===== src/hdl/mlos_pkg.sv =====
// Shared constants, types and the control store of the lattice oscillator step.
package mlos_pkg;

   // Field and register widths
   localparam int POSITION_WIDTH  = 16;
   localparam int DRAW_BITS       = 16;
   localparam int BETA_WIDTH      = 16;
   localparam int STEP_WIDTH      = 2;

   // beta*dE is held in units of 2^-9 (8 beta fraction bits plus the half)
   localparam int FRAC_BITS       = 9;
   localparam int X_WIDTH         = BETA_WIDTH + POSITION_WIDTH;
   localparam int WHOLE_BITS      = 5;
   localparam int F_WIDTH         = FRAC_BITS + 1;

   // Q32 exponential values; one extra bit holds exactly 1.0
   localparam int Q_BITS          = 32;
   localparam int VAL_WIDTH       = Q_BITS + 1;
   localparam int SUM_WIDTH       = VAL_WIDTH + 1;
   localparam int TPROD_WIDTH     = VAL_WIDTH + F_WIDTH;

   // Taylor series and its per-term divider
   localparam int SERIES_TERMS    = 20;
   localparam int K_WIDTH         = $clog2(SERIES_TERMS + 1);
   localparam int DIV_STEP        = 8;
   localparam int DIV_CHUNKS      = (VAL_WIDTH + DIV_STEP - 1) / DIV_STEP;
   localparam int DIV_WIDTH       = DIV_CHUNKS * DIV_STEP;
   localparam int CHUNK_WIDTH     = $clog2(DIV_CHUNKS);

   // exp(-1) product split into two narrow multiplies
   localparam int E1_LO_BITS      = 16;
   localparam int E1_HI_BITS      = VAL_WIDTH - E1_LO_BITS;
   localparam int PLO_WIDTH       = VAL_WIDTH + E1_LO_BITS;
   localparam int PHI_WIDTH       = VAL_WIDTH + E1_HI_BITS + 1;

   localparam logic [VAL_WIDTH-1:0] Q_ONE = VAL_WIDTH'(1) << Q_BITS;
   localparam logic [F_WIDTH-1:0]   F_ONE = F_WIDTH'(1) << FRAC_BITS;

   localparam logic signed [STEP_WIDTH-1:0] STEP_PLUS  = 2'sb01;
   localparam logic signed [STEP_WIDTH-1:0] STEP_MINUS = 2'sb11;

   // Register map
   localparam int CSR_DATA_WIDTH  = 32;
   localparam int ADDR_LSB        = 2;
   localparam int REG_INDEX_WIDTH = 1;
   localparam int CSR_ADDR_WIDTH  = ADDR_LSB + REG_INDEX_WIDTH;
   localparam logic [REG_INDEX_WIDTH-1:0] REG_BETA  = 1'b0;
   localparam logic [REG_INDEX_WIDTH-1:0] REG_START = 1'b1;
   localparam logic [BETA_WIDTH-1:0]      BETA_RESET = 16'd256;

   // Sequencer
   localparam int PC_WIDTH = 4;

   typedef enum logic [3:0] {
      OP_IDLE,
      OP_CLASS,
      OP_NOP,
      OP_SPLIT,
      OP_TMUL,
      OP_TDIV,
      OP_TACC,
      OP_SERDONE,
      OP_EMUL_LO,
      OP_EMUL_HI,
      OP_TAKE_CMP,
      OP_TAKE_YES,
      OP_TAKE_NO,
      OP_EMIT
   } op_type;

   typedef enum logic [3:0] {
      C_ALWAYS,
      C_NO_ITEM,
      C_OOR,
      C_DOWNHILL,
      C_BIG,
      C_DIV_MORE,
      C_TERMS_MORE,
      C_SER_AGAIN,
      C_WHOLE_ZERO,
      C_WHOLE_MORE
   } cond_type;

   typedef struct packed {
      op_type               op;
      cond_type             cond;
      logic [PC_WIDTH-1:0]  target;
   } ctl_type;

   typedef struct packed {
      logic no_item;
      logic oor;
      logic downhill;
      logic big;
      logic div_more;
      logic terms_more;
      logic ser_again;
      logic whole_zero;
      logic whole_more;
      logic emit_hold;
   } status_type;

   // Program addresses
   localparam logic [PC_WIDTH-1:0] A_IDLE    = PC_WIDTH'(0);
   localparam logic [PC_WIDTH-1:0] A_CLASS   = PC_WIDTH'(1);
   localparam logic [PC_WIDTH-1:0] A_SLOPE   = PC_WIDTH'(2);
   localparam logic [PC_WIDTH-1:0] A_SPLIT   = PC_WIDTH'(3);
   localparam logic [PC_WIDTH-1:0] A_TMUL    = PC_WIDTH'(4);
   localparam logic [PC_WIDTH-1:0] A_TDIV    = PC_WIDTH'(5);
   localparam logic [PC_WIDTH-1:0] A_TACC    = PC_WIDTH'(6);
   localparam logic [PC_WIDTH-1:0] A_SERDONE = PC_WIDTH'(7);
   localparam logic [PC_WIDTH-1:0] A_WCHECK  = PC_WIDTH'(8);
   localparam logic [PC_WIDTH-1:0] A_EMUL_LO = PC_WIDTH'(9);
   localparam logic [PC_WIDTH-1:0] A_EMUL_HI = PC_WIDTH'(10);
   localparam logic [PC_WIDTH-1:0] A_CMP     = PC_WIDTH'(11);
   localparam logic [PC_WIDTH-1:0] A_YES     = PC_WIDTH'(12);
   localparam logic [PC_WIDTH-1:0] A_NO      = PC_WIDTH'(13);
   localparam logic [PC_WIDTH-1:0] A_EMIT    = PC_WIDTH'(14);

   // Control store: a word jumps to target when its condition holds,
   // otherwise the step counter advances.
   function automatic ctl_type ucode(input logic [PC_WIDTH-1:0] pc);
      ctl_type w;
      unique case (pc)
         A_IDLE:    w = '{op: OP_IDLE,     cond: C_NO_ITEM,    target: A_IDLE};
         A_CLASS:   w = '{op: OP_CLASS,    cond: C_OOR,        target: A_NO};
         A_SLOPE:   w = '{op: OP_NOP,      cond: C_DOWNHILL,   target: A_YES};
         A_SPLIT:   w = '{op: OP_SPLIT,    cond: C_BIG,        target: A_NO};
         A_TMUL:    w = '{op: OP_TMUL,     cond: C_ALWAYS,     target: A_TDIV};
         A_TDIV:    w = '{op: OP_TDIV,     cond: C_DIV_MORE,   target: A_TDIV};
         A_TACC:    w = '{op: OP_TACC,     cond: C_TERMS_MORE, target: A_TMUL};
         A_SERDONE: w = '{op: OP_SERDONE,  cond: C_SER_AGAIN,  target: A_TMUL};
         A_WCHECK:  w = '{op: OP_NOP,      cond: C_WHOLE_ZERO, target: A_CMP};
         A_EMUL_LO: w = '{op: OP_EMUL_LO,  cond: C_ALWAYS,     target: A_EMUL_HI};
         A_EMUL_HI: w = '{op: OP_EMUL_HI,  cond: C_WHOLE_MORE, target: A_EMUL_LO};
         A_CMP:     w = '{op: OP_TAKE_CMP, cond: C_ALWAYS,     target: A_EMIT};
         A_YES:     w = '{op: OP_TAKE_YES, cond: C_ALWAYS,     target: A_EMIT};
         A_NO:      w = '{op: OP_TAKE_NO,  cond: C_ALWAYS,     target: A_EMIT};
         A_EMIT:    w = '{op: OP_EMIT,     cond: C_ALWAYS,     target: A_IDLE};
         default:   w = '{op: OP_NOP,      cond: C_ALWAYS,     target: A_IDLE};
      endcase
      return w;
   endfunction

endpackage


===== src/hdl/metropolis_lattice_oscillator_step.sv =====
// Top level of the Metropolis lattice oscillator step: register port, sequencer, datapath.
//
// Usage:
//   Each req_ item carries two uniform draws; the block proposes a +1 or -1 step
//   of the walker, decides it with the Metropolis rule at inverse temperature
//   beta, and returns one rsp_ item (new position, proposed step, accepted).
//   Both channels move an item at a clock edge with valid high and stall low.
//   Registers: beta at byte address 0 (u8.8, reset 256), start_position at 4
//   (reset 0); a start_position write also loads the walker. Write only while idle.
// Work per item by path:
//   move leaving the position range, downhill move, or beta*dE of 32 or more:
//   no series; fraction only: one exp series; whole part I of 1..31: a second
//   series at x = 1 for exp(-1), then I exp(-1) factors. Each series has 20
//   terms: per term one multiply and a division in chunks of 8 quotient bits,
//   plus two narrow multiplies per exp(-1) factor.
//   One item is in flight at a time; the next item is taken as soon as the
//   sequencer is back at its idle word, even while the last result waits.
// Reset: synchronous, active high; sequencer returns to idle, walker to 0,
//   beta to 256. A stalled result holds in the output register and the
//   sequencer waits on its result step until the slot frees.
module metropolis_lattice_oscillator_step
   import mlos_pkg::*;
(
   input  logic                              clock,
   input  logic                              reset,
   // input channel
   input  logic                              req_valid,
   output logic                              req_stall,
   input  logic [DRAW_BITS-1:0]              req_direction_draw,
   input  logic [DRAW_BITS-1:0]              req_accept_draw,
   // result channel
   output logic                              rsp_valid,
   input  logic                              rsp_stall,
   output logic signed [POSITION_WIDTH-1:0]  rsp_new_position,
   output logic signed [STEP_WIDTH-1:0]      rsp_step_taken,
   output logic                              rsp_accepted,
   // register port
   input  logic                              csr_psel,
   input  logic                              csr_penable,
   input  logic                              csr_pwrite,
   input  logic [CSR_ADDR_WIDTH-1:0]         csr_paddr,
   input  logic [CSR_DATA_WIDTH-1:0]         csr_pwdata,
   output logic [CSR_DATA_WIDTH-1:0]         csr_prdata,
   output logic                              csr_pready
);

   logic [BETA_WIDTH-1:0]            beta_ff, beta_in;
   logic signed [POSITION_WIDTH-1:0] start_ff, start_in;
   logic [REG_INDEX_WIDTH-1:0]       reg_index;
   logic                             csr_wr;
   logic                             load_start;
   logic signed [POSITION_WIDTH-1:0] start_value;
   ctl_type                          ctl;
   status_type                       status;
   logic signed [POSITION_WIDTH-1:0] walker_position;
   logic                             emit_fire;
   logic signed [POSITION_WIDTH-1:0] step_ext;

   // ------------------------------------------------------------------
   // Register port: zero wait states, write on the access phase
   // ------------------------------------------------------------------
   assign csr_pready  = 1'b1;
   assign reg_index   = csr_paddr[ADDR_LSB +: REG_INDEX_WIDTH];
   assign csr_wr      = csr_psel & csr_penable & csr_pwrite & csr_pready;
   assign start_value = csr_pwdata[POSITION_WIDTH-1:0];
   assign load_start  = csr_wr & (reg_index == REG_START);

   always_comb begin
      beta_in  = beta_ff;
      start_in = start_ff;
      if (csr_wr) begin
         unique case (reg_index)
            REG_BETA:  beta_in  = csr_pwdata[BETA_WIDTH-1:0];
            REG_START: start_in = start_value;
            default: begin
            end
         endcase
      end
   end

   always_ff @(posedge clock) begin
      if (reset) begin
         beta_ff  <= BETA_RESET;
         start_ff <= '0;
      end else begin
         beta_ff  <= beta_in;
         start_ff <= start_in;
      end
   end

   always_comb begin
      unique case (reg_index)
         REG_BETA:  csr_prdata = CSR_DATA_WIDTH'(beta_ff);
         REG_START: csr_prdata = CSR_DATA_WIDTH'(start_ff);
         default:   csr_prdata = '0;
      endcase
   end

   // ------------------------------------------------------------------
   // Control: the sequencer walks the program; items enter only at idle
   // ------------------------------------------------------------------
   mlos_sequencer u_sequencer (
      .clock  (clock),
      .reset  (reset),
      .status (status),
      .ctl    (ctl)
   );

   assign req_stall = ctl.op != OP_IDLE;

   // ------------------------------------------------------------------
   // Datapath: walker, exp series, decision and output register
   // ------------------------------------------------------------------
   mlos_datapath u_datapath (
      .clock              (clock),
      .reset              (reset),
      .ctl                (ctl),
      .beta               (beta_ff),
      .load_start         (load_start),
      .start_value        (start_value),
      .req_valid          (req_valid),
      .req_direction_draw (req_direction_draw),
      .req_accept_draw    (req_accept_draw),
      .rsp_stall          (rsp_stall),
      .status             (status),
      .rsp_valid          (rsp_valid),
      .rsp_new_position   (rsp_new_position),
      .rsp_step_taken     (rsp_step_taken),
      .rsp_accepted       (rsp_accepted),
      .walker_position    (walker_position)
   );

   // ------------------------------------------------------------------
   // Checks
   // ------------------------------------------------------------------
   assign emit_fire = (ctl.op == OP_EMIT) & ~status.emit_hold;
   assign step_ext  = POSITION_WIDTH'(rsp_step_taken);

   // a new result moves the walker by exactly the step when taken, else not at all
   assert property (@(posedge clock) disable iff (reset)
      emit_fire |=> rsp_valid &&
         (rsp_accepted ? (rsp_new_position == $past(walker_position) + step_ext)
                       : (rsp_new_position == $past(walker_position))))
      else $error("result position does not follow the walker");

   // an accepted move never wraps around the position range
   assert property (@(posedge clock) disable iff (reset)
      emit_fire |=> !(rsp_accepted &&
         ((rsp_step_taken == STEP_PLUS && rsp_new_position ==
              {1'b1, {(POSITION_WIDTH-1){1'b0}}}) ||
          (rsp_step_taken == STEP_MINUS && rsp_new_position ==
              {1'b0, {(POSITION_WIDTH-1){1'b1}}}))))
      else $error("accepted move wrapped the walker position");

   // a start_position write loads the walker
   assert property (@(posedge clock) disable iff (reset)
      load_start |=> walker_position == $past(start_value))
      else $error("start_position write did not load the walker");

endmodule


===== src/hdl/mlos_sequencer.sv =====
// Step counter and branch logic that walks the control store.
module mlos_sequencer
   import mlos_pkg::*;
(
   input  logic       clock,
   input  logic       reset,
   input  status_type status,
   output ctl_type    ctl
);

   logic [PC_WIDTH-1:0] pc_ff;
   logic [PC_WIDTH-1:0] pc_in;
   logic                jump;
   logic                hold;

   assign ctl = ucode(pc_ff);

   always_comb begin
      unique case (ctl.cond)
         C_ALWAYS:     jump = 1'b1;
         C_NO_ITEM:    jump = status.no_item;
         C_OOR:        jump = status.oor;
         C_DOWNHILL:   jump = status.downhill;
         C_BIG:        jump = status.big;
         C_DIV_MORE:   jump = status.div_more;
         C_TERMS_MORE: jump = status.terms_more;
         C_SER_AGAIN:  jump = status.ser_again;
         C_WHOLE_ZERO: jump = status.whole_zero;
         C_WHOLE_MORE: jump = status.whole_more;
         default:      jump = 1'b1;
      endcase
   end

   // hold the result step while the output slot is still occupied
   assign hold = (ctl.op == OP_EMIT) && status.emit_hold;

   always_comb begin
      priority if (hold) begin
         pc_in = pc_ff;
      end else if (jump) begin
         pc_in = ctl.target;
      end else begin
         pc_in = pc_ff + PC_WIDTH'(1);
      end
   end

   always_ff @(posedge clock) begin
      if (reset) begin
         pc_ff <= A_IDLE;
      end else begin
         pc_ff <= pc_in;
      end
   end

endmodule


===== src/hdl/mlos_datapath.sv =====
// Datapath: walker state, series unit with chunked divider, exp(-1) products, result register.
module mlos_datapath
   import mlos_pkg::*;
(
   input  logic                              clock,
   input  logic                              reset,
   input  ctl_type                           ctl,
   input  logic [BETA_WIDTH-1:0]             beta,
   input  logic                              load_start,
   input  logic signed [POSITION_WIDTH-1:0]  start_value,
   input  logic                              req_valid,
   input  logic [DRAW_BITS-1:0]              req_direction_draw,
   input  logic [DRAW_BITS-1:0]              req_accept_draw,
   input  logic                              rsp_stall,
   output status_type                        status,
   output logic                              rsp_valid,
   output logic signed [POSITION_WIDTH-1:0]  rsp_new_position,
   output logic signed [STEP_WIDTH-1:0]      rsp_step_taken,
   output logic                              rsp_accepted,
   output logic signed [POSITION_WIDTH-1:0]  walker_position
);

   localparam logic signed [POSITION_WIDTH-1:0] POS_MAX = {1'b0, {(POSITION_WIDTH-1){1'b1}}};
   localparam logic signed [POSITION_WIDTH-1:0] POS_MIN = {1'b1, {(POSITION_WIDTH-1){1'b0}}};

   logic signed [POSITION_WIDTH-1:0] pos_ff, pos_in;
   logic                             neg_ff, neg_in;
   logic [DRAW_BITS-1:0]             draw_ff, draw_in;
   logic [X_WIDTH-1:0]               x_ff, x_in;
   logic [F_WIDTH-1:0]               f_ff, f_in;
   logic [WHOLE_BITS-1:0]            whole_ff, whole_in;
   logic [VAL_WIDTH-1:0]             term_ff, term_in;
   logic [SUM_WIDTH-1:0]             sum_ff, sum_in;
   logic [K_WIDTH-1:0]               k_ff, k_in;
   logic [CHUNK_WIDTH-1:0]           chunk_ff, chunk_in;
   logic [DIV_WIDTH-1:0]             divq_ff, divq_in;
   logic [K_WIDTH-1:0]               rem_ff, rem_in;
   logic [VAL_WIDTH-1:0]             e_ff, e_in;
   logic [VAL_WIDTH-1:0]             e1_ff, e1_in;
   logic [PLO_WIDTH-1:0]             plo_ff, plo_in;
   logic                             phase_ff, phase_in;
   logic                             take_ff, take_in;
   logic                             rsp_valid_ff, rsp_valid_in;
   logic signed [POSITION_WIDTH-1:0] rsp_pos_ff, rsp_pos_in;
   logic signed [STEP_WIDTH-1:0]     rsp_step_ff, rsp_step_in;
   logic                             rsp_acc_ff, rsp_acc_in;

   logic                             dir_neg;
   logic [POSITION_WIDTH-1:0]        mag;
   logic [POSITION_WIDTH-1:0]        odd;
   logic [X_WIDTH-1:0]               x_prod;
   logic [TPROD_WIDTH-1:0]           tprod;
   logic [DIV_WIDTH-1:0]             div_d;
   logic [K_WIDTH-1:0]               div_r;
   logic [K_WIDTH:0]                 trial;
   logic [PHI_WIDTH-1:0]             phi;
   logic [DRAW_BITS:0]               limit;
   logic signed [POSITION_WIDTH-1:0] step_ext;
   logic signed [POSITION_WIDTH-1:0] cand;
   logic                             emit_hold;

   // step is -1 only for draws strictly above half scale
   assign dir_neg  = req_direction_draw[DRAW_BITS-1] & (|req_direction_draw[DRAW_BITS-2:0]);
   assign step_ext = neg_ff ? '1 : POSITION_WIDTH'(1);
   assign cand     = pos_ff + step_ext;

   // X = beta * (2*|a*n| + 1), exact in units of 2^-9
   assign mag    = neg_ff ? POSITION_WIDTH'(-pos_ff) : POSITION_WIDTH'(pos_ff);
   assign odd    = {mag[POSITION_WIDTH-2:0], 1'b1};
   assign x_prod = X_WIDTH'(beta) * X_WIDTH'(odd);

   assign tprod  = TPROD_WIDTH'(term_ff) * TPROD_WIDTH'(f_ff);

   // restoring division by k, DIV_STEP quotient bits per cycle
   always_comb begin
      div_r = rem_ff;
      div_d = divq_ff;
      trial = '0;
      for (int i = 0; i < DIV_STEP; i++) begin
         trial = {div_r, div_d[DIV_WIDTH-1]};
         div_d = {div_d[DIV_WIDTH-2:0], 1'b0};
         if (trial >= {1'b0, k_ff}) begin
            trial    = trial - {1'b0, k_ff};
            div_d[0] = 1'b1;
         end
         div_r = trial[K_WIDTH-1:0];
      end
   end

   // (e * E1) >> 32 = (e * E1_hi + (e * E1_lo >> 16)) >> 16
   assign phi = PHI_WIDTH'(e_ff) * PHI_WIDTH'(e1_ff[VAL_WIDTH-1:E1_LO_BITS])
              + PHI_WIDTH'(plo_ff >> E1_LO_BITS);

   assign limit = e_ff[Q_BITS -: (DRAW_BITS + 1)];

   assign emit_hold = rsp_valid_ff & rsp_stall;

   assign status.no_item    = ~req_valid;
   assign status.oor        = neg_ff ? (pos_ff == POS_MIN) : (pos_ff == POS_MAX);
   assign status.downhill   = neg_ff ? ((pos_ff != '0) & ~pos_ff[POSITION_WIDTH-1])
                                     : pos_ff[POSITION_WIDTH-1];
   assign status.big        = |x_ff[X_WIDTH-1:FRAC_BITS+WHOLE_BITS];
   assign status.div_more   = chunk_ff != CHUNK_WIDTH'(DIV_CHUNKS - 1);
   assign status.terms_more = k_ff != K_WIDTH'(SERIES_TERMS);
   assign status.ser_again  = ~phase_ff & (whole_ff != '0);
   assign status.whole_zero = whole_ff == '0;
   assign status.whole_more = whole_ff != WHOLE_BITS'(1);
   assign status.emit_hold  = emit_hold;

   always_comb begin
      pos_in       = pos_ff;
      neg_in       = neg_ff;
      draw_in      = draw_ff;
      x_in         = x_ff;
      f_in         = f_ff;
      whole_in     = whole_ff;
      term_in      = term_ff;
      sum_in       = sum_ff;
      k_in         = k_ff;
      chunk_in     = chunk_ff;
      divq_in      = divq_ff;
      rem_in       = rem_ff;
      e_in         = e_ff;
      e1_in        = e1_ff;
      plo_in       = plo_ff;
      phase_in     = phase_ff;
      take_in      = take_ff;
      rsp_pos_in   = rsp_pos_ff;
      rsp_step_in  = rsp_step_ff;
      rsp_acc_in   = rsp_acc_ff;
      rsp_valid_in = rsp_valid_ff & rsp_stall;

      if (load_start) begin
         pos_in = start_value;
      end

      unique case (ctl.op)
         OP_IDLE: begin
            if (req_valid) begin
               neg_in  = dir_neg;
               draw_in = req_accept_draw;
            end
         end
         OP_CLASS: begin
            x_in = x_prod;
         end
         OP_SPLIT: begin
            f_in     = F_WIDTH'(x_ff[FRAC_BITS-1:0]);
            whole_in = x_ff[FRAC_BITS +: WHOLE_BITS];
            term_in  = Q_ONE;
            sum_in   = SUM_WIDTH'(Q_ONE);
            k_in     = K_WIDTH'(1);
            phase_in = 1'b0;
         end
         OP_TMUL: begin
            divq_in  = DIV_WIDTH'(tprod[FRAC_BITS +: VAL_WIDTH]);
            rem_in   = '0;
            chunk_in = '0;
         end
         OP_TDIV: begin
            divq_in  = div_d;
            rem_in   = div_r;
            chunk_in = chunk_ff + CHUNK_WIDTH'(1);
         end
         OP_TACC: begin
            term_in = divq_ff[VAL_WIDTH-1:0];
            sum_in  = k_ff[0] ? sum_ff - SUM_WIDTH'(divq_ff[VAL_WIDTH-1:0])
                              : sum_ff + SUM_WIDTH'(divq_ff[VAL_WIDTH-1:0]);
            k_in    = k_ff + K_WIDTH'(1);
         end
         OP_SERDONE: begin
            if (!phase_ff) begin
               e_in = sum_ff[VAL_WIDTH-1:0];
               // whole part present: run the series again at x = 1 for exp(-1)
               if (whole_ff != '0) begin
                  f_in     = F_ONE;
                  term_in  = Q_ONE;
                  sum_in   = SUM_WIDTH'(Q_ONE);
                  k_in     = K_WIDTH'(1);
                  phase_in = 1'b1;
               end
            end else begin
               e1_in = sum_ff[VAL_WIDTH-1:0];
            end
         end
         OP_EMUL_LO: begin
            plo_in = PLO_WIDTH'(e_ff) * PLO_WIDTH'(e1_ff[E1_LO_BITS-1:0]);
         end
         OP_EMUL_HI: begin
            e_in     = phi[E1_LO_BITS +: VAL_WIDTH];
            whole_in = whole_ff - WHOLE_BITS'(1);
         end
         OP_TAKE_CMP: begin
            take_in = {1'b0, draw_ff} < limit;
         end
         OP_TAKE_YES: begin
            take_in = 1'b1;
         end
         OP_TAKE_NO: begin
            take_in = 1'b0;
         end
         OP_EMIT: begin
            if (!emit_hold) begin
               if (take_ff) begin
                  pos_in = cand;
               end
               rsp_pos_in   = take_ff ? cand : pos_ff;
               rsp_step_in  = neg_ff ? STEP_MINUS : STEP_PLUS;
               rsp_acc_in   = take_ff;
               rsp_valid_in = 1'b1;
            end
         end
         OP_NOP: begin
         end
         default: begin
         end
      endcase
   end

   always_ff @(posedge clock) begin
      if (reset) begin
         pos_ff       <= '0;
         rsp_valid_ff <= 1'b0;
      end else begin
         pos_ff       <= pos_in;
         rsp_valid_ff <= rsp_valid_in;
      end
   end

   always_ff @(posedge clock) begin
      neg_ff      <= neg_in;
      draw_ff     <= draw_in;
      x_ff        <= x_in;
      f_ff        <= f_in;
      whole_ff    <= whole_in;
      term_ff     <= term_in;
      sum_ff      <= sum_in;
      k_ff        <= k_in;
      chunk_ff    <= chunk_in;
      divq_ff     <= divq_in;
      rem_ff      <= rem_in;
      e_ff        <= e_in;
      e1_ff       <= e1_in;
      plo_ff      <= plo_in;
      phase_ff    <= phase_in;
      take_ff     <= take_in;
      rsp_pos_ff  <= rsp_pos_in;
      rsp_step_ff <= rsp_step_in;
      rsp_acc_ff  <= rsp_acc_in;
   end

   assign rsp_valid        = rsp_valid_ff;
   assign rsp_new_position = rsp_pos_ff;
   assign rsp_step_taken   = rsp_step_ff;
   assign rsp_accepted     = rsp_acc_ff;
   assign walker_position  = pos_ff;

endmodule


===== config.mk =====
export PLATFORM = sky130hd
export DESIGN_NAME = metropolis_lattice_oscillator_step
export DESIGN_NICKNAME = d
export VERILOG_FILES = /design/src/hdl/mlos_pkg.sv /design/src/hdl/metropolis_lattice_oscillator_step.sv /design/src/hdl/mlos_sequencer.sv /design/src/hdl/mlos_datapath.sv
export SDC_FILE = /design/constraint.sdc
export NUM_CORES = 2
export LEC_CHECK = 0
export CORE_MARGIN = 1.5
export CORE_UTILIZATION = 35
export DETAILED_ROUTE_END_ITERATION = 6
export DONT_BUFFER_PORTS = 1
export PLACE_DENSITY = 0.58
export SLEW_MARGIN = 20
export SYNTH_ARGS = -nofsm -noshare
export SYNTH_HDL_FRONTEND = slang
export SYNTH_HIERARCHICAL = 1
export SYNTH_SLANG_ARGS = --single-unit

===== constraint.sdc =====
create_clock -name clock -period 18.2 [get_ports clock]
set_input_delay 2.73 -clock clock [delete_from_list [all_inputs] [get_ports clock]]
set_output_delay 2.73 -clock clock [all_outputs]
set_load 0.02 [all_outputs]

**Word level (Yosys, flattened, before mapping)**

Memories as Yosys holds them, arrays and structs flattened. A register that Yosys moved wholly into a read port is not among the register bits.
Index checks and enable logic that the tools add are counted.

- Add/subtract/negate cells: 17
- Multipliers: 4
- $lt $le $gt $ge: 9
- Equality and inequality tests: 28
- Multiplexer cells: 55
- Bitwise gates (word level): 12
- Reductions and logical operators: 22

Operator list:

| operator | count |
|---|---|
| $mux 34 | 3 |
| $pmux 34 s3 | 1 |
| $mux 33 | 3 |
| $pmux 33 s3 | 1 |
| $mux 16 | 6 |
| $pmux 40 s2 | 1 |
| $pmux 33 s2 | 1 |
| $pmux 32 s2 | 1 |
| $mux 5 | 10 |
| $add 49x33->49 | 1 |
| $mul 33x16->49 | 1 |
| $mul 33x17->49 | 1 |
| $ge 6x5->1 | 8 |
| $mul 33x10->42 | 1 |
| $sub 5x5->5 | 8 |
| $add 34x33->34 | 1 |
| $sub 34x33->34 | 1 |
| $eq 16x16->1 const B | 2 |
| $eq 4x3->1 const B | 8 |
| $eq 4x4->1 const B | 8 |
| $mul 16x16->32 | 1 |
| $mux 10 | 2 |
| $pmux 10 s2 | 1 |
| $pmux 5 s2 | 2 |
| other kinds (37) | 74 |

- Bits in registers: 373
- Memory bits (read-only): 192
- Bits of input ports: 74
- Memories kept: 1

Memory list:

| name | depth | width | rd ports | clocked after memory_dff | write ports | RTL line | text |
|---|---|---|---|---|---|---|---|
| (no name shown) | 16 | 12 | 1 | 1 | 0 | mlos_pkg.sv:124 | `unique case (pc)` |

**Depth between registers and ports, before layout**

- Word-level depth: 17
- Depth in mapped cells: 73
- Gate-level depth less buffers: 72

**Modules after synthesis**

The synthesis kept the hierarchy.

By module, submodules not included:

| module | times used | cells each | area an instance (sq um) | sequential area each (sq um) |
|---|---|---|---|---|
| mlos_datapath | 1 | 7237 | 67304.6 | 9409.0 |
| metropolis_lattice_oscillator_step | 1 | 162 | 1720.4 | 640.6 |
| mlos_sequencer | 1 | 94 | 934.6 | 320.3 |

**Worst setup path after synthesis**

No wires, ideal clock.

- Path kind: register to register
- Start point: reg u_datapath.k_ff[1]
- End point: reg u_datapath.rem_ff[1], data pin
- Library setup time: 0.266 ns
- Arrival: 14.250 ns
- Required time: 17.934 ns
- Setup slack: 3.684 ns
- Cell stages (with the launch flop): 68
- Path through: edfxtp_1 inv_1 ha_1 and3_4 a311o_4 nor2_1 mux2_2 ha_1 a41o_1 o22a_1 nor2_1 mux2_2 ha_1 nor2_1 a21oi_1 a41o_1 a21o_1 nor3_2 [32 not listed] o21ai_0 nand2b_1 a41o_1 a21oi_1 inv_1 a21o_1 o311a_1 nor2_2 mux2i_1 fa_1 a21o_1 a21oi_1 nand2_1 a21oi_1 inv_1 a211oi_4 mux2i_1 nor2_1

- Word-level cells in the longest chain between the ends: 17
- Elaborated cells between the ends (all ways): 25

Ends and longest elaborated chain:

| what | RTL line | text |
|---|---|---|
| start, declared | mlos_datapath.sv:34 | `logic [K_WIDTH-1:0] k_ff, k_in;` |
| start signal, assigned | mlos_datapath.sv:238 | `k_ff <= k_in;` |
| $sub 5x5->5 or $ge 6x5->1 (tied branches) | mlos_datapath.sv:83, mlos_datapath.sv:82 |  |
| $mux 5 | mlos_datapath.sv:82 | `if (trial >= {1'b0, k_ff}) begin` |
| $sub 5x5->5 or $ge 6x5->1 (tied branches) | mlos_datapath.sv:83, mlos_datapath.sv:82 |  |
| $mux 5 | mlos_datapath.sv:82 |  |
| $sub 5x5->5 or $ge 6x5->1 (tied branches) | mlos_datapath.sv:83, mlos_datapath.sv:82 |  |
| $mux 5 | mlos_datapath.sv:82 |  |
| $sub 5x5->5 or $ge 6x5->1 (tied branches) | mlos_datapath.sv:83, mlos_datapath.sv:82 |  |
| $mux 5 | mlos_datapath.sv:82 |  |
| $ge 6x5->1 or $sub 5x5->5 (tied branches) | mlos_datapath.sv:82, mlos_datapath.sv:83 |  |
| $mux 5 | mlos_datapath.sv:82 |  |
| $sub 5x5->5 or $ge 6x5->1 (tied branches) | mlos_datapath.sv:83, mlos_datapath.sv:82 |  |
| $mux 5 | mlos_datapath.sv:82 |  |
| $ge 6x5->1 or $sub 5x5->5 (tied branches) | mlos_datapath.sv:82, mlos_datapath.sv:83 |  |
| $mux 5 | mlos_datapath.sv:82 |  |
| $sub 5x5->5 or $ge 6x5->1 (tied branches) | mlos_datapath.sv:83, mlos_datapath.sv:82 |  |
| $mux 5 * | mlos_datapath.sv:82 |  |
| $pmux 5 s2 * | mlos_datapath.sv:137 | `unique case (ctl.op)` |
| end signal, assigned | mlos_datapath.sv:241 | `rem_ff <= rem_in;` |
| end, declared | mlos_datapath.sv:37 | `logic [K_WIDTH-1:0] rem_ff, rem_in;` |

Every way passes the cells marked *; elsewhere a longest branch is shown, timed or not.
A chain may end at the register's enable or synchronous reset.

**Final worst setup path**

- Start point: reg u_datapath.k_ff[2]
- End point: reg u_datapath.rem_ff[4], data pin

- Word-level cells in the longest chain between the ends: 17
- Elaborated cells between the ends (all ways): 25

Ends and longest elaborated chain:

| what | RTL line |
|---|---|
| $sub 5x5->5 or $ge 6x5->1 (tied branches) | mlos_datapath.sv:83, mlos_datapath.sv:82 |
| $mux 5 | mlos_datapath.sv:82 |
| $sub 5x5->5 or $ge 6x5->1 (tied branches) | mlos_datapath.sv:83, mlos_datapath.sv:82 |
| $mux 5 | mlos_datapath.sv:82 |
| $sub 5x5->5 or $ge 6x5->1 (tied branches) | mlos_datapath.sv:83, mlos_datapath.sv:82 |
| $mux 5 | mlos_datapath.sv:82 |
| $ge 6x5->1 or $sub 5x5->5 (tied branches) | mlos_datapath.sv:82, mlos_datapath.sv:83 |
| $mux 5 | mlos_datapath.sv:82 |
| $sub 5x5->5 or $ge 6x5->1 (tied branches) | mlos_datapath.sv:83, mlos_datapath.sv:82 |
| $mux 5 | mlos_datapath.sv:82 |
| $sub 5x5->5 or $ge 6x5->1 (tied branches) | mlos_datapath.sv:83, mlos_datapath.sv:82 |
| $mux 5 | mlos_datapath.sv:82 |
| $sub 5x5->5 or $ge 6x5->1 (tied branches) | mlos_datapath.sv:83, mlos_datapath.sv:82 |
| $mux 5 | mlos_datapath.sv:82 |
| $sub 5x5->5 or $ge 6x5->1 (tied branches) | mlos_datapath.sv:83, mlos_datapath.sv:82 |
| $mux 5 * | mlos_datapath.sv:82 |
| $pmux 5 s2 * | mlos_datapath.sv:137 |

Marked as above.

==> metrics <==
Synth top area share 0.393; Skew-Pair Late Insertion Delay 660 ps; CP Max Fanout 9; met1 WL 76.5 mm; die width 450 um; placer congestion estimate 0.855; ranking of synthesized cells by area fa_1 39%, edfxtp_1 13%, ha_1 9.5%; worst relative slew slack 0.238; Syn Area/Cell 9.34 sq um; Layout fillers 19,870; io pins 128; Synth area leader fa_1; YS warnings 6; CTS Hold Bufs 0; starting density of the core 0.353; Synth cell types 99; register area share after synthesis 0.148; Slew Limit Fails 0; layout cells sized above 1 0.0388; Max Fclk 59.2 MHz; CTS-repair resized insts 0; CTS H-tree depth 2; area of the multi-input gates 52,600 sq um; syn_nets 9,469; setup TNS 0 ps; clk slew on worst S/H paths 60 ps; Root Buffer clkbuf_16; RSZ-0062 raised after global routing no; worst path bufs/invs 7; area grow syn2layout 6.16%; crit-path max cell delay 600 ps; min Tclk post-route 16,900 ps; initial drt markers 2,709; routed length on met3 8.35 mm; die area 203,000 sq um; die height 450 um; vias 49,308; share of flip-flops with an asynchronous set or reset 0; vias in the first global route 53,743; Critical Path End Type flop; Critical Path RT 18,550 ps; Top Layer Used met4; CTS buffer count 46; EDFF count, synth 302; total core area 198,000 sq um; violated checks design-rule violations; Yosys reg bits 367; Crit Path Category reg2reg; Worst-Margin Slew 1140 ps; global-route wire length before repair 296 mm; skew final 49.9 ps; Main synth FF type edfxtp_1; Num Clock Sinks 367; slowest library cell on the worst path nor3_2; final hold vios 0; routed len/inst 18.2 um; Pre-Repair DR Iteration Count 7; Setup Buffers After CTS 0; Hold Crit Class reg2reg; final WL 180 mm; Startpoint Class flop; PortBufs 0; Mapped Area 70,000 sq um; dpl hpwl 137 mm; final setup vio count 0; Routed Antenna Nets 0; final global-route overflow total 0; flip-flop and latch area 10,400 sq um; routed vias/inst 4.97; CTS tree done; initial antenna violation count 0; gr usage total 0.182; row cnt 163; status finished, violations left; DRC errors left 3; critical path arrival 17,260 ps; CTS Buffer Depth 3; max-cap viol count 0; CP top delay family compound AO/OA/AOI/OAI gates; Cells after Synth 7,493; fin nets 9,229; fin crit share 0.929; largest net degree at the start of global routing 78; DR WL met2 91.0 mm
[per-layer routing]
layer | up-vias | global-route usage
li1 | 22308 | -
met1 | 25587 | 0.236
met2 | 1140 | 0.324
met3 | 273 | 0.0184
met4 | 0 | 0.0468
met5 | - | 0
[flip-flops by register name, indices dropped and copies added, names as in the netlist, 3 cells and up]
register / count
u_datapath/rem_ff: 5
u_datapath/term_ff: 33
u_datapath/whole_ff: 5
u_datapath/e1_ff: 33
beta_ff: 16
u_datapath/divq_ff: 40
u_datapath/sum_ff: 33
u_datapath/plo_ff: 33
u_datapath/f_ff: 10
start_ff: 16
u_datapath/k_ff: 5
u_sequencer/ctl: 12
u_datapath/rsp_new_position: 16
u_datapath/e_ff: 33
u_datapath/draw_ff: 16
u_sequencer/pc_ff: 4
u_datapath/x_ff: 32
u_datapath/walker_position: 16
u_datapath/chunk_ff: 3
[per-stage QoR]
stage	instances	util	setup WS [ps]	area [sq um]	hold WS, ps
floorplan	7493	-	3680	70000	424
global placement	9840	0.366	1350	72500	457
detailed placement	9844	0.367	1390	72600	463
CTS	9929	0.375	1320	74200	477
global route	9930	0.375	69.3	74300	492
finish	9931	0.375	1300	74300	472
[worst min-delay path, delay by kind of cell, from the launching register on]
kind	cells	cell delay, ps
multiplexers	1	60
flip-flops	1	310
AND/OR/NAND/NOR	1	60
[final timing paths]
kind	startpoint	to	slack, ps	cells after the start
hold / removal	start_ff[9]$_SDFFE_PP0P_	start_ff[9]$_SDFFE_PP0P_	470	2
setup / recovery	u_datapath/k_ff[2]$_SDFFCE_PN0P_	u_datapath/rem_ff[4]$_SDFFCE_PN0P_	1300	67
setup reg to reg	u_datapath/k_ff[2]$_SDFFCE_PN0P_	u_datapath/rem_ff[4]$_SDFFCE_PN0P_	1300	67
hold reg to reg	start_ff[9]$_SDFFE_PP0P_	start_ff[9]$_SDFFE_PP0P_	470	2
[cells in the mapped netlist, types with 6 or more instances]
cell type and number:
a2111oi_0 7, a211oi_1 28, a21o_1 93, a21oi_1 195, a221oi_1 6, a31oi_1 13, and2_1 488, and3_1 19
and4_1 6, buf_4 20, buf_6 6, clkbuf_1 354, dfxtp_1 65, edfxtp_1 302, fa_1 1373, ha_1 529
inv_1 1470, mux2_2 34, mux2i_1 73, nand2_1 1335, nand2b_1 83, nand3_1 38, nand3b_1 7, nand4_1 18
nor2_1 237, nor2b_1 49, nor3_1 47, nor3b_1 10, nor4_1 16, o211a_1 7, o211ai_1 7, o21a_1 29
o21ai_0 128, o21bai_1 15, o31a_1 6, o31ai_1 15, or3_1 11, or4_1 7, xnor2_1 157, xor2_1 77
[kinds of logic after synthesis]
| family | after synthesis | synth area share |
|---|---|---|
| simple gates | 2392 | 0.158 |
| fa+ha+maj | 1902 | 0.487 |
| buf+inv | 1862 | 0.102 |
| compound gates | 625 | 0.0586 |
| flops | 367 | 0.148 |
| xor+xnor | 234 | 0.0293 |
| mux | 109 | 0.0163 |
| other cells | 2 | 0.000107 |
[layout by cell type, fill, tap and decap left out, types with 8 or more instances in the layout]
cell type,n
nor4_1,16
fa_1,1373
mux2_2,34
mux2i_1,73
a21oi_1,195
ha_1,529
nor3b_1,8
clkbuf_16,47
buf_4,95
nor3_1,45
nand2_1,1333
o21bai_1,15
nand4_1,18
edfxtp_1,302
nand2b_1,82
o21ai_0,127
and3_1,19
nand3_1,38
a21o_1,93
a31oi_1,13
xnor2_1,148
and2_1,487
o31ai_1,15
xor2_1,73
or3_1,11
dfxtp_1,65
inv_1,1470
nor2_1,234
nor2b_1,49
o21a_1,29
a211oi_1,28
xnor2_2,9
[final cells by class]
class | count | area share
timing repair buffer | 100 | 0.0110
clock inverter | 30 | 0.00546
clock buffer | 55 | 0.0164
antenna | 1 | 0.0000337
inverter | 1474 | 0.0748
multi-input combinational | 5264 | 0.708
sequential | 367 | 0.140
tap | 2640 | 0.0445
Power is left out: the tool's default activity adds up to more than one toggle a clock period on the data nets, which glitch-free logic cannot reach.
